--- config.mk ---
export PLATFORM = sky130hd
export DESIGN_NAME = tcc_ctrl
export DESIGN_NICKNAME = d
export VERILOG_FILES = /design/src/sv/tcc_pkg.sv /design/src/sv/tcc_ctrl.sv
export SDC_FILE = /design/constraint.sdc
export NUM_CORES = 1
export LEC_CHECK = 0
export BUFFER_PORTS_ARGS = -buffer_cell sky130_fd_sc_hd__clkbuf_2
export CELL_PAD_IN_SITES_DETAIL_PLACEMENT = 1
export CELL_PAD_IN_SITES_GLOBAL_PLACEMENT = 2
export CORE_MARGIN = 8
export CORE_UTILIZATION = 24
export CTS_BUF_LIST = sky130_fd_sc_hd__clkbuf_8
export CTS_CLUSTER_DIAMETER = 30
export CTS_CLUSTER_SIZE = 16
export DETAILED_ROUTE_END_ITERATION = 7
export PLACE_DENSITY_LB_ADDON = 0.05
export SLEW_MARGIN = 20
export SYNTH_ARGS = -nofsm -noshare
export SYNTH_HDL_FRONTEND = slang
export SYNTH_SLANG_ARGS = --single-unit
export TNS_END_PERCENT = 50
--- constraint.sdc ---
create_clock -name clk -period 1.6 [get_ports clk]
set_input_delay 0.24 -clock clk [delete_from_list [all_inputs] [get_ports clk]]
set_output_delay 0.24 -clock clk [all_outputs]
set_load 0.1 [all_outputs]
--- src/sv/tcc_pkg.sv ---
`timescale 1ns / 1ps
// shared types, constants and helpers for the text console cursor engine
// no dependencies; used by the controller, datapath and top module by scoped names

package tcc_pkg;

	// screen geometry
	localparam int ROWS    = 25;
	localparam int COLUMNS = 80;
	localparam int CELLS   = ROWS * COLUMNS;

	// field widths
	localparam int ROW_W  = 5;
	localparam int COL_W  = 7;
	localparam int LIN_W  = 11;
	localparam int CHAR_W = 8;
	localparam int TAB_W  = 5;

	// store addressing and sweep counter
	localparam int ADDR_W = $clog2(CELLS);
	localparam int CNT_W  = $clog2(CELLS + 1);

	// tab remainder unit: one column bit per step
	localparam int TCNT_W = $clog2(COL_W + 1);
	localparam int TIDX_W = $clog2(COL_W);
	localparam int TNXT_W = COL_W + 1;

	// tab width register
	localparam logic [TAB_W-1:0] TAB_RESET = TAB_W'(8);
	localparam logic [TAB_W-1:0] TAB_MAX   = TAB_W'(16);
	localparam logic [TAB_W-1:0] TAB_MIN   = TAB_W'(1);

	// configuration port
	localparam int PADDR_W = 3;
	localparam int PDATA_W = 32;
	localparam logic REG_TAB = 1'b0;

	// stream words
	localparam int S_TDATA_W = 24;
	localparam int M_TDATA_W = 32;

	// control characters
	localparam logic [CHAR_W-1:0] CH_BACKSPACE = 8'h08;
	localparam logic [CHAR_W-1:0] CH_TAB       = 8'h09;
	localparam logic [CHAR_W-1:0] CH_NEWLINE   = 8'h0A;
	localparam logic [CHAR_W-1:0] CH_FORMFEED  = 8'h0C;
	localparam logic [CHAR_W-1:0] CH_RETURN    = 8'h0D;

	typedef enum logic [2:0] {
		CLS_PRINT,
		CLS_BS,
		CLS_TAB,
		CLS_NL,
		CLS_FF,
		CLS_CR
	} char_cls_t;

	typedef enum logic [2:0] {
		CUR_NONE,
		CUR_BS,
		CUR_CR,
		CUR_NL,
		CUR_HOME,
		CUR_ADV,
		CUR_TAB
	} cur_op_t;

	typedef enum logic [1:0] {
		SW_IDLE,
		SW_START,
		SW_CLEAR,
		SW_SCROLL
	} sweep_op_t;

	typedef enum logic [2:0] {
		ST_INIT,
		ST_IDLE,
		ST_EXEC,
		ST_TAB,
		ST_SCROLL,
		ST_FF,
		ST_FINISH
	} state_t;

	// controller to datapath
	typedef struct packed {
		logic      take_item;
		logic      store_byte;
		logic      tab_start;
		logic      load_out;
		cur_op_t   cur_op;
		sweep_op_t sweep;
	} tcc_cmd_t;

	// datapath to controller
	typedef struct packed {
		logic      is_read;
		char_cls_t cls;
		logic      last_row;
		logic      last_col;
		logic      tab_done;
		logic      tab_wrap;
		logic      sweep_done;
		logic      out_free;
	} tcc_status_t;

	function automatic char_cls_t classify(input logic [CHAR_W-1:0] c);
		char_cls_t r;
		unique case (c)
			CH_BACKSPACE: r = CLS_BS;
			CH_TAB:       r = CLS_TAB;
			CH_NEWLINE:   r = CLS_NL;
			CH_FORMFEED:  r = CLS_FF;
			CH_RETURN:    r = CLS_CR;
			default:      r = CLS_PRINT;
		endcase
		return r;
	endfunction

endpackage

--- src/sv/tcc_ctrl.sv ---
`timescale 1ns / 1ps
// controller state machine: sequences put, read, tab, scroll and clear
// depends on tcc_pkg

module tcc_ctrl (
	input  logic                 clk,
	input  logic                 arst_n,
	input  logic                 in_valid,
	output logic                 in_ready,
	input  tcc_pkg::tcc_status_t sts,
	output tcc_pkg::tcc_cmd_t    cmd
);

	tcc_pkg::state_t state_q, state_d;

	// state register, reset starts the clearing pass
	always_ff @(posedge clk or negedge arst_n) begin
		if (!arst_n) begin
			state_q <= tcc_pkg::ST_INIT;
		end else begin
			state_q <= state_d;
		end
	end

	// next state and commands
	always_comb begin
		state_d        = state_q;
		in_ready       = 1'b0;
		cmd.take_item  = 1'b0;
		cmd.store_byte = 1'b0;
		cmd.tab_start  = 1'b0;
		cmd.load_out   = 1'b0;
		cmd.cur_op     = tcc_pkg::CUR_NONE;
		cmd.sweep      = tcc_pkg::SW_IDLE;

		unique case (state_q)
			tcc_pkg::ST_INIT: begin
				cmd.sweep = tcc_pkg::SW_CLEAR;
				if (sts.sweep_done) begin
					state_d = tcc_pkg::ST_IDLE;
				end
			end
			tcc_pkg::ST_IDLE: begin
				in_ready = 1'b1;
				if (in_valid) begin
					cmd.take_item = 1'b1;
					state_d       = tcc_pkg::ST_EXEC;
				end
			end
			tcc_pkg::ST_EXEC: begin
				state_d = sts.out_free ? tcc_pkg::ST_IDLE : tcc_pkg::ST_FINISH;
				if (sts.is_read) begin
					cmd.load_out = sts.out_free;
				end else begin
					unique case (sts.cls)
						tcc_pkg::CLS_PRINT: begin
							cmd.store_byte = 1'b1;
							cmd.cur_op     = tcc_pkg::CUR_ADV;
							if (sts.last_col && sts.last_row) begin
								cmd.sweep = tcc_pkg::SW_START;
								state_d   = tcc_pkg::ST_SCROLL;
							end else begin
								cmd.load_out = sts.out_free;
							end
						end
						tcc_pkg::CLS_NL: begin
							cmd.cur_op = tcc_pkg::CUR_NL;
							if (sts.last_row) begin
								cmd.sweep = tcc_pkg::SW_START;
								state_d   = tcc_pkg::ST_SCROLL;
							end else begin
								cmd.load_out = sts.out_free;
							end
						end
						tcc_pkg::CLS_FF: begin
							cmd.cur_op = tcc_pkg::CUR_HOME;
							cmd.sweep  = tcc_pkg::SW_START;
							state_d    = tcc_pkg::ST_FF;
						end
						tcc_pkg::CLS_BS: begin
							cmd.cur_op   = tcc_pkg::CUR_BS;
							cmd.load_out = sts.out_free;
						end
						tcc_pkg::CLS_CR: begin
							cmd.cur_op   = tcc_pkg::CUR_CR;
							cmd.load_out = sts.out_free;
						end
						tcc_pkg::CLS_TAB: begin
							cmd.tab_start = 1'b1;
							state_d       = tcc_pkg::ST_TAB;
						end
						default: begin
							cmd.load_out = sts.out_free;
						end
					endcase
				end
			end
			tcc_pkg::ST_TAB: begin
				if (sts.tab_done) begin
					cmd.cur_op = tcc_pkg::CUR_TAB;
					if (sts.tab_wrap && sts.last_row) begin
						cmd.sweep = tcc_pkg::SW_START;
						state_d   = tcc_pkg::ST_SCROLL;
					end else if (sts.out_free) begin
						cmd.load_out = 1'b1;
						state_d      = tcc_pkg::ST_IDLE;
					end else begin
						state_d = tcc_pkg::ST_FINISH;
					end
				end
			end
			tcc_pkg::ST_SCROLL: begin
				cmd.sweep = tcc_pkg::SW_SCROLL;
				if (sts.sweep_done) begin
					state_d = tcc_pkg::ST_FINISH;
				end
			end
			tcc_pkg::ST_FF: begin
				cmd.sweep = tcc_pkg::SW_CLEAR;
				if (sts.sweep_done) begin
					state_d = tcc_pkg::ST_FINISH;
				end
			end
			tcc_pkg::ST_FINISH: begin
				if (sts.out_free) begin
					cmd.load_out = 1'b1;
					state_d      = tcc_pkg::ST_IDLE;
				end
			end
			default: begin
				state_d = tcc_pkg::ST_IDLE;
			end
		endcase
	end

	// a result is only loaded into a free output register
	a_load_free: assert property (@(posedge clk) disable iff (!arst_n)
		cmd.load_out |-> sts.out_free)
		else $error("result loaded over a pending result");

	// a character write never shares the port with a sweep write
	a_write_excl: assert property (@(posedge clk) disable iff (!arst_n)
		cmd.store_byte |-> (cmd.sweep != tcc_pkg::SW_CLEAR && cmd.sweep != tcc_pkg::SW_SCROLL))
		else $error("character write during store sweep");

	// tab stop is applied only once the remainder is settled
	a_tab_ready: assert property (@(posedge clk) disable iff (!arst_n)
		cmd.cur_op == tcc_pkg::CUR_TAB |-> sts.tab_done)
		else $error("tab applied before remainder done");

	// the reset clearing pass is never re-entered
	a_init_once: assert property (@(posedge clk) disable iff (!arst_n)
		state_q != tcc_pkg::ST_INIT |=> state_q != tcc_pkg::ST_INIT)
		else $error("clearing pass re-entered");

endmodule

==> impl_metrics.ini, run 1 <==
[synthesis]
cell_area_after_synthesis_um2 = 553
number_of_instances_in_the_synthesized_netlist = 86
synth_top_area_share_pct = 13.6
synth_cell_types = 34
ys_top_cells_by_area = sky130_fd_sc_hd__dfrtp_1 (14%), sky130_fd_sc_hd__a21oi_1 (8.1%), sky130_fd_sc_hd__nand2_1 (7.5%)
number_of_warnings_reported_in_the_yosys_synthesis_log = 0
synth_edf_count = 0
yosys_register_bits = 3
yosys.area.top_type = sky130_fd_sc_hd__dfrtp_1
seq_area_frac_synth_pct = 13.6
synth_top_flop_cell = sky130_fd_sc_hd__dfrtp_1
synth_async_sr_flop_share_pct = 100
synth_area_per_cell_um2 = 6.43
total_nets_after_synthesis = 99

[sta]
hold_violations = 0
final.setup.worst_slack_ns = -0.140
holdWs_ns = 0.344
timing.clock.skew_ns = 0.00701
fin_tns_setup_ns = -0.898
max_slew.worst_pin.slew_ns = 0.310
slew-limit-headroom_pct = 79.1
grt_setup_unrepaired = yes
setup_viol = 9
timing.fmax_mhz = 575
final_worst_path_cycle_share_pct = 109
final_period_minus_worst_setup_slack_ns = 1.74
drv_slew = 0

[finish]
fin_nets = 140
n_antenna_cell = 0
multi_input_gate_area_in_the_final_layout_um2 = 548
area.sequential_um2 = 77.6
finalCoreUtilization_pct = 53.1
final_cell_count_no_fill = 154
most_frequent_cells_in_the_layout = sky130_fd_sc_hd__buf_4 (13), sky130_fd_sc_hd__clkbuf_2 (12), sky130_fd_sc_hd__buf_12 (10)
final_common_cell = sky130_fd_sc_hd__buf_4
top_register = state_q
n_fill_cell = 274
area_growth_syn_to_layout_pct = 110
layout-drive-gt1-share_pct = 54.8
largest_register_ffs = 3
biggestRegsByFlops = state_q x3

[placement]
buffer_ports.inserted = 22
hpwl_um = 1850
dpl.cell_count = 146
routabilityCongestion = 0.810

[drt]
post-route-drc-count = 0
drt_pre_antenna_iters = 4
wl_per_cell_um = 15.3
routed-via-count = 790
dr.first_iter.drc_count = 7
routed_via_density = 5.13
totalWireLength_um = 2360
antenna_violating_nets_post_route = 0

[die]
initial_utilization_pct = 25.2
fp-row-count = 17
die_width_um = 64.0
floorplan.io_pins = 23
dieArea_um2 = 4100
design.core.area_um2 = 2190
dieHeight_um = 64.0

[worst_hold_path]
hold_class = input port to asynchronous set/reset pin

[setup_path]
worst_r2r_path_depth = 5
nature_of_the_critical_path_startpoint = flop
worstPathMaxFanout = 5
crit_type = flop to primary output
timing.critical_path.to_type = primary output
timing.rr.end = state_q[1]$_DFFE_PN0P_
arrival_ns = 1.50
worst_ep_required_ns = 1.36
r2r-start = state_q[0]$_DFFE_PN0P_
reg2reg_setup_slack_ns = 0.19

[global_routing]
grt_start_max_net_pins = 11
grt_pass1_wl_um = 3880
globalRouteTotalUtil_pct = 11.3
initial_antenna_violation_count = 0
total_congestion_overflow_after_global_routing = 0
grt_pass1_vias = 828

[power]
power_density_nw_per_um2 = 1970
power.leakage_nw = 0.523
total_power_w = 0.00229
ir_worst_vdd_mv = 1.30

[clock_network]
max-clock-path-buffers = 2
h-tree-depth = 1
clk_latency_ns = 0.22
cts_tree = yes
worst_setup_hold_path_clk_slew_ns = 0.04
cts_root_buffer = sky130_fd_sc_hd__clkbuf_8
clock_sink_count = 3
cts_buffers = 3

[run_status]
status = finished with violations
failed_checks = negative setup slack

[flow_run]
drv_cap = 0
==> synthesized netlist by cell type, types with 3 or more instances <==
library cell              count
sky130_fd_sc_hd__nand2_1     11
sky130_fd_sc_hd__nand3_1      6
sky130_fd_sc_hd__dfrtp_1      3
sky130_fd_sc_hd__o22ai_1      3
sky130_fd_sc_hd__a21oi_1      9
sky130_fd_sc_hd__buf_2        3
sky130_fd_sc_hd__inv_1        6
sky130_fd_sc_hd__nor2_1       9
sky130_fd_sc_hd__o21ai_0      4
==> timing repair <==
action,4_1_cts,5_1_grt
gates resized for setup,7,13
hold buffers,1,0
setup buffers,2,1
setup endpoints to repair,9,10
endpoints found under the hold margin,3,0
pin swaps,5,4
==> area by class of cell <==
type | count | share of cell area, %
multi-input combinational | 71 | 47.1
clock buffer | 3 | 3.55
inverter | 6 | 1.94
sequential | 3 | 6.67
timing repair buffer | 42 | 37.4
tap | 28 | 3.01
clock inverter | 1 | 0.323
==> per-layer routing <==
metal	up-vias	share of wire, %	global-route usage (%)
met5	-	0	0
met4	0	0.68	3.34
met3	2	3.4	2.09
met2	15	50	18.8
met1	380	45	14.3
li1	393	-	-
==> critical path: stages, from the launching register on <==
cell and delay (ns):
sky130_fd_sc_hd__dfrtp_1 0.41, sky130_fd_sc_hd__nor3b_4 0.21, sky130_fd_sc_hd__and2b_2 0.24, sky130_fd_sc_hd__nand2_4 0.08
sky130_fd_sc_hd__nor3_4 0.14, sky130_fd_sc_hd__buf_12 0.20
==> cells by family after synthesis <==
group	after synthesis	synth area share (%)
AO/OA/AOI/OAI	28	33.7
XOR/XNOR	1	1.58
buffers and inverters	12	10.2
flip-flops	3	13.6
multiplexers	1	1.81
AND/OR/NAND/NOR	41	39.1
==> through the flow <==
stage | instance area (um2) | setup WS [ns]
after floorplan | 621 | -0.322
after global placement | 1000 | 0.0472
after detailed placement | 1000 | 0.0171
after CTS | 1100 | -0.149
after global routing | 1160 | -0.209
final | 1160 | -0.140
==> worst max-delay path by stage <==
| stage | start | end | slack (ns) | depth (start not counted) |
|---|---|---|---|---|
| finish | state_q[0]$_DFFE_PN0P_ | cmd[7] | -0.14 | 5 |
| global route | state_q[0]$_DFFE_PN0P_ | cmd[0] | -0.21 | 6 |
| CTS | state_q[0]$_DFFE_PN0P_ | cmd[5] | -0.15 | 4 |
| detailed placement | state_q[2]$_DFFE_PN0P_ | cmd[7] | 0.02 | 5 |
| global placement | sts[6] | cmd[5] | 0.05 | 6 |
| floorplan | state_q[0]$_DFFE_PN0P_ | cmd[7] | -0.32 | 4 |
==> report_power, final <==
group | switching [W] | internal, W
registers | 0.0000549 | 0.000122
clock network | 0.0000589 | 0.000164
logic | 0.00109 | 0.000806
total | 0.00120 | 0.00109
No activity file was read; power rests on OpenSTA's default activity.
==> inputs of run 2 (changes only) <==
- CELL_PAD_IN_SITES_DETAIL_PLACEMENT: 1 -> 0
- CELL_PAD_IN_SITES_GLOBAL_PLACEMENT: 2 -> 1
- CORE_UTILIZATION: 24 -> 29
- SKIP_LAST_GASP: unset -> 1
==> impl_metrics.ini, run 2 (synthesized netlist as in run 1, its figures left out) <==
[power]
power_density_nw_per_um2 = 1940
power.leakage_nw = 0.523
ir_worst_vdd_mv = 1.96

[die]
dieArea_um2 = 3560
dieHeight_um = 59.7
fp-row-count = 15
initial_utilization_pct = 31.3
design.core.area_um2 = 1760
floorplan.io_pins = 23
die_width_um = 59.7

[run_status]
status = finished with violations
failed_checks = negative setup slack

[setup_path]
timing.critical_path.to_type = primary output
r2r-start = state_q[0]$_DFFE_PN0P_
crit_path_max_cell_delay_ns = 0.39
timing.rr.end = state_q[2]$_DFFE_PN0P_
worstPathMaxFanout = 5
worst_r2r_path_depth = 7
worst_ep_required_ns = 1.36
nature_of_the_critical_path_startpoint = flop
critical_path.slowest_cell = sky130_fd_sc_hd__dfrtp_1
reg2reg_setup_slack_ns = 0.13
arrival_ns = 1.51
timing.critical_path.cells = nor3b_2 -> and2b_2 -> buf_4 -> a21o_4 -> buf_12
crit_type = flop to primary output

[worst_hold_path]
hold_class = input port to asynchronous set/reset pin

[sta]
grt_setup_unrepaired = yes
holdWs_ns = 0.354
hold_violations = 0
timing.clock.skew_ns = 0.00349
timing.fmax_mhz = 571
final.setup.worst_slack_ns = -0.153
setup_viol = 10
final_worst_path_cycle_share_pct = 110
final_period_minus_worst_setup_slack_ns = 1.75
max_slew.worst_pin.slew_ns = 0.302
drv_slew = 0
slew-limit-headroom_pct = 79.8

[drt]
routed-via-count = 754
drt_pre_antenna_iters = 5
totalWireLength_um = 1930
dr.first_iter.drc_count = 20
routed_via_density = 4.96
post-route-drc-count = 0
antenna_violating_nets_post_route = 0
wl_per_cell_um = 12.7

[placement]
buffer_ports.inserted = 22
dpl-instance-area_um2 = 976
preCtsSetupSlack_ns = 0.00293
hpwl_um = 1560
routabilityCongestion = 0.812

[clock_network]
clk_latency_ns = 0.21
cts_tree = yes
cts_root_buffer = sky130_fd_sc_hd__clkbuf_8
h-tree-depth = 1
clock_sink_count = 3
cts_buffers = 3
max-clock-path-buffers = 2
worst_setup_hold_path_clk_slew_ns = 0.03

[finish]
n_antenna_cell = 0
finalCoreUtilization_pct = 63.6
top_register = state_q
area_growth_syn_to_layout_pct = 103
biggestRegsByFlops = state_q x3
largest_register_ffs = 3
final_common_cell = sky130_fd_sc_hd__buf_4
most_frequent_cells_in_the_layout = sky130_fd_sc_hd__buf_4 (19), sky130_fd_sc_hd__clkbuf_2 (12), sky130_fd_sc_hd__buf_12 (10)
fin_nets = 141
postLayoutCellArea_um2 = 1120
layout-drive-gt1-share_pct = 50.4

[global_routing]
grt_pass1_wl_um = 3100
total_congestion_overflow_after_global_routing = 0
globalRouteTotalUtil_pct = 11.0
grt_pass1_vias = 706
initial_antenna_violation_count = 0
grt_start_max_net_pins = 13

[flow_run]
drv_cap = 0
==> run 2: cell count changes in the layout (fill, tap and decap cells not counted), moves of 2 or more <==
cell and change:
sky130_fd_sc_hd__buf_4 +6, sky130_fd_sc_hd__buf_6 -5, sky130_fd_sc_hd__dfrtp_1 +2, sky130_fd_sc_hd__dfrtp_2 -2
==> run 2: layout make-up <==
class                      instances  area, um2
inverter                           6       22.5
timing repair buffer              43        424
tap                               25       31.3
clock inverter                     1       3.75
clock buffer                       3       41.3
sequential                         3       75.1
fill                             161        642
multi-input combinational         71        524
==> run 2: report_power, final <==
part / internal [W] / switching, W / total, W
clock: 0.000163 / 0.0000462 / 0.000209
sequential: 0.000118 / 0.0000333 / 0.000151
combinational: 0.000769 / 0.00105 / 0.00182
==> run 2: metrics by stage <==
| stage | TNS (ns) | total power (W) | cells |
|---|---|---|---|
| after floorplan | -1.58 | 0.00120 | 86 |
| after CTS | -1.00 | 0.00209 | 149 |
| after global placement | 0 | 0.00179 | 140 |
| after global routing | -1.36 | 0.00230 | 152 |
| final | -0.804 | 0.00218 | 152 |
| after detailed placement | 0 | 0.00179 | 140 |
==> run 2: worst max-delay path by stage <==
stage | start | cells after the start | slack (ns) | to
floorplan | state_q[0]$_DFFE_PN0P_ | 4 | -0.32 | cmd[7]
global placement | state_q[2]$_DFFE_PN0P_ | 6 | 0.04 | cmd[0]
detailed placement | state_q[0]$_DFFE_PN0P_ | 5 | 0.003 | cmd[7]
CTS | state_q[0]$_DFFE_PN0P_ | 5 | -0.16 | cmd[7]
global route | state_q[0]$_DFFE_PN0P_ | 5 | -0.22 | cmd[7]
finish | state_q[1]$_DFFE_PN0P_ | 5 | -0.15 | cmd[0]
==> run 2: worst max-delay path, delay by kind of cell, from the launching register on <==
| family | cells | cell delay, ns |
|---|---|---|
| buffers and inverters | 2 | 0.30 |
| AO/OA/AOI/OAI | 1 | 0.21 |
| flip-flops | 1 | 0.39 |
| AND/OR/NAND/NOR | 2 | 0.40 |
==> run 2: what timing repair did <==
item | in CTS | in global routing
hold buffers | 1 | 0
setup endpoints to repair | 9 | 10
hold endpoints to repair | 3 | 0
gates resized for setup | 3 | 4
pin swaps | 4 | 3
setup buffers | 4 | 3
==> run 2: layer usage <==
layer | wire, um | share of wire, % | track usage (%) | vias up
li1 | - | - | - | 395
met1 | 939 | 49 | 15.0 | 342
met2 | 887 | 46 | 17.1 | 15
met3 | 87 | 4.5 | 1.71 | 2
met4 | 20 | 1.0 | 3.06 | 0
met5 | 0 | 0 | 0 | -
==> inputs of run 3 (changes only) <==
- REMOVE_ABC_BUFFERS: unset -> 1
==> impl_metrics.ini, run 3 (synthesized netlist as in run 1, its figures left out) <==
[run_status]
status = finished with violations
failed_checks = negative setup slack

[finish]
area_growth_syn_to_layout_pct = 91.2
layout-drive-gt1-share_pct = 46.8
most_frequent_cells_in_the_layout = sky130_fd_sc_hd__buf_4 (15), sky130_fd_sc_hd__clkbuf_2 (12), sky130_fd_sc_hd__buf_12 (10)
multi_input_gate_area_in_the_final_layout_um2 = 477
area.sequential_um2 = 76.3
finalCoreUtilization_pct = 59.9
top_register = state_q
largest_register_ffs = 3
final_common_cell = sky130_fd_sc_hd__buf_4
final_cell_count_no_fill = 149
biggestRegsByFlops = state_q x3
fin_nets = 138
n_fill_cell = 175
n_antenna_cell = 0

[power]
ir_worst_vdd_mv = 1.44
p_sw_share_pct = 52.4
power_report.internal_total_w = 0.00101
switching_power_w = 0.00111
total_power_w = 0.00212
power.combinational.fraction_pct = 82.2
seq_power_share_pct = 7.7
power.leakage_nw = 0.498
clock_power_share_pct = 10.1
power_density_nw_per_um2 = 2010

[setup_path]
timing.rr.end = state_q[2]$_DFFE_PN0P_
worst_ep_required_ns = 1.36
crit_path_max_cell_delay_ns = 0.40
worstSetupStartpoint = state_q[0]$_DFFE_PN0P_
timing.critical_path.to_type = primary output
critical_path.slowest_cell = sky130_fd_sc_hd__dfrtp_1
arrival_ns = 1.56
crit_type = flop to primary output
timing.critical_path.cells = nor3b_2 -> and2b_2 -> nand2_2 -> nor3_2 -> buf_4 -> buf_12
endpoint = cmd[7]
nature_of_the_critical_path_startpoint = flop
r2r-start = state_q[0]$_DFFE_PN0P_
worst_r2r_path_depth = 6
reg2reg_setup_slack_ns = 0.23
worstPathMaxFanout = 4
timing.critical_path.max_delay_family = simple AND/OR/NAND/NOR gates
timing.critical_path.buf_inv = 2
cell_depth_of_the_worst_setup_path = 6

[sta]
timing.fmax_mhz = 557
final_worst_path_cycle_share_pct = 112
drv_slew = 0
slew-limit-headroom_pct = 79.3
max_slew.worst_pin.slew_ns = 0.306
hold_violations = 0
final.setup.worst_slack_ns = -0.197
setup_viol = 10
timing.clock.skew_ns = 0.00417
final_period_minus_worst_setup_slack_ns = 1.80
holdWs_ns = 0.356
grt_setup_unrepaired = yes
fin_tns_setup_ns = -1.16

[die]
dieHeight_um = 59.7
design.core.area_um2 = 1760
floorplan.io_pins = 23
die_width_um = 59.7
dieArea_um2 = 3560
initial_utilization_pct = 31.3
fp-row-count = 15

[drt]
dr.first_iter.drc_count = 27
drt_pre_antenna_iters = 4
antenna_violating_nets_post_route = 0
totalWireLength_um = 2050
wl_per_cell_um = 13.8
routed-via-count = 759
routed_via_density = 5.09
post-route-drc-count = 0

[clock_network]
worst_setup_hold_path_clk_slew_ns = 0.03
max-clock-path-buffers = 2
h-tree-depth = 1
clock_sink_count = 3
cts_buffers = 3
cts_root_buffer = sky130_fd_sc_hd__clkbuf_8
clk_latency_ns = 0.22
cts_tree = yes

[global_routing]
grt_pass1_wl_um = 3390
total_congestion_overflow_after_global_routing = 0
globalRouteTotalUtil_pct = 12.2
initial_antenna_violation_count = 0
grt_start_max_net_pins = 13
grt_pass1_vias = 743

[placement]
routabilityCongestion = 0.774
hpwl_um = 1590
buffer_ports.inserted = 22
dpl.cell_count = 141

[flow_run]
drv_cap = 0

[worst_hold_path]
hold_class = input port to asynchronous set/reset pin
run 3: power groups by stage:
| stage | Sequential [W] | Clock, W | Combinational (W) |
|---|---|---|---|
| after floorplan | 0.000206 | 0 | 0.000871 |
| after global placement | 0.000148 | 0 | 0.00160 |
| after detailed placement | 0.000152 | 0 | 0.00159 |
| after CTS | 0.000156 | 0.000217 | 0.00165 |
| after global routing | 0.000171 | 0.000227 | 0.00184 |
| final | 0.000164 | 0.000215 | 0.00175 |
run 3: layer usage:
metal / GRT usage [%] / part of all wire, % / up-vias
met4: 1.36 / 0 / 0
met2: 18.9 / 45 / 24
met5: 0 / 0 / -
li1: - / - / 391
met3: 3.85 / 5.2 / 0
met1: 16.3 / 50 / 344
run 3: final cells by class:
class                   instances  share of cell area, %
clock buffers                   3                   3.91
repair buffers                 40                   38.3
multi-input cells              71                   45.1
inverters                       6                   2.13
flip-flops and latches          3                   7.22
clock inverters                 1                  0.355
well taps                      25                   2.96
run 3: worst min path at each step:
stage | startpoint | endpoint | slack (ns) | depth (start not counted)
finish | arst_n | state_q[1]$_DFFE_PN0P_ | 0.36 | 2
global route | arst_n | state_q[1]$_DFFE_PN0P_ | 0.37 | 2
CTS | arst_n | state_q[1]$_DFFE_PN0P_ | 0.36 | 2
detailed placement | arst_n | state_q[1]$_DFFE_PN0P_ | 0.04 | 1
global placement | arst_n | state_q[1]$_DFFE_PN0P_ | 0.04 | 1
floorplan | arst_n | state_q[0]$_DFFE_PN0P_ | -0.06 | 0
run 3: what timing repair did:
action / 4_1_cts / 5_1_grt
endpoints found under the setup margin: 10 / 10
setup buffers: 1 / 2
gates resized for setup: 9 / 7
pin swaps: 3 / 2
hold buffers: 1 / 0
hold endpoints to repair: 3 / 0
run 3: per-stage QoR:
step                      area [um2]  worst slack, ns
after global placement           916          -0.0206
after detailed placement         916          -0.0584
after floorplan                  519            -1.76
final                           1060           -0.197
after global routing            1060           -0.254
after CTS                       1010           -0.171
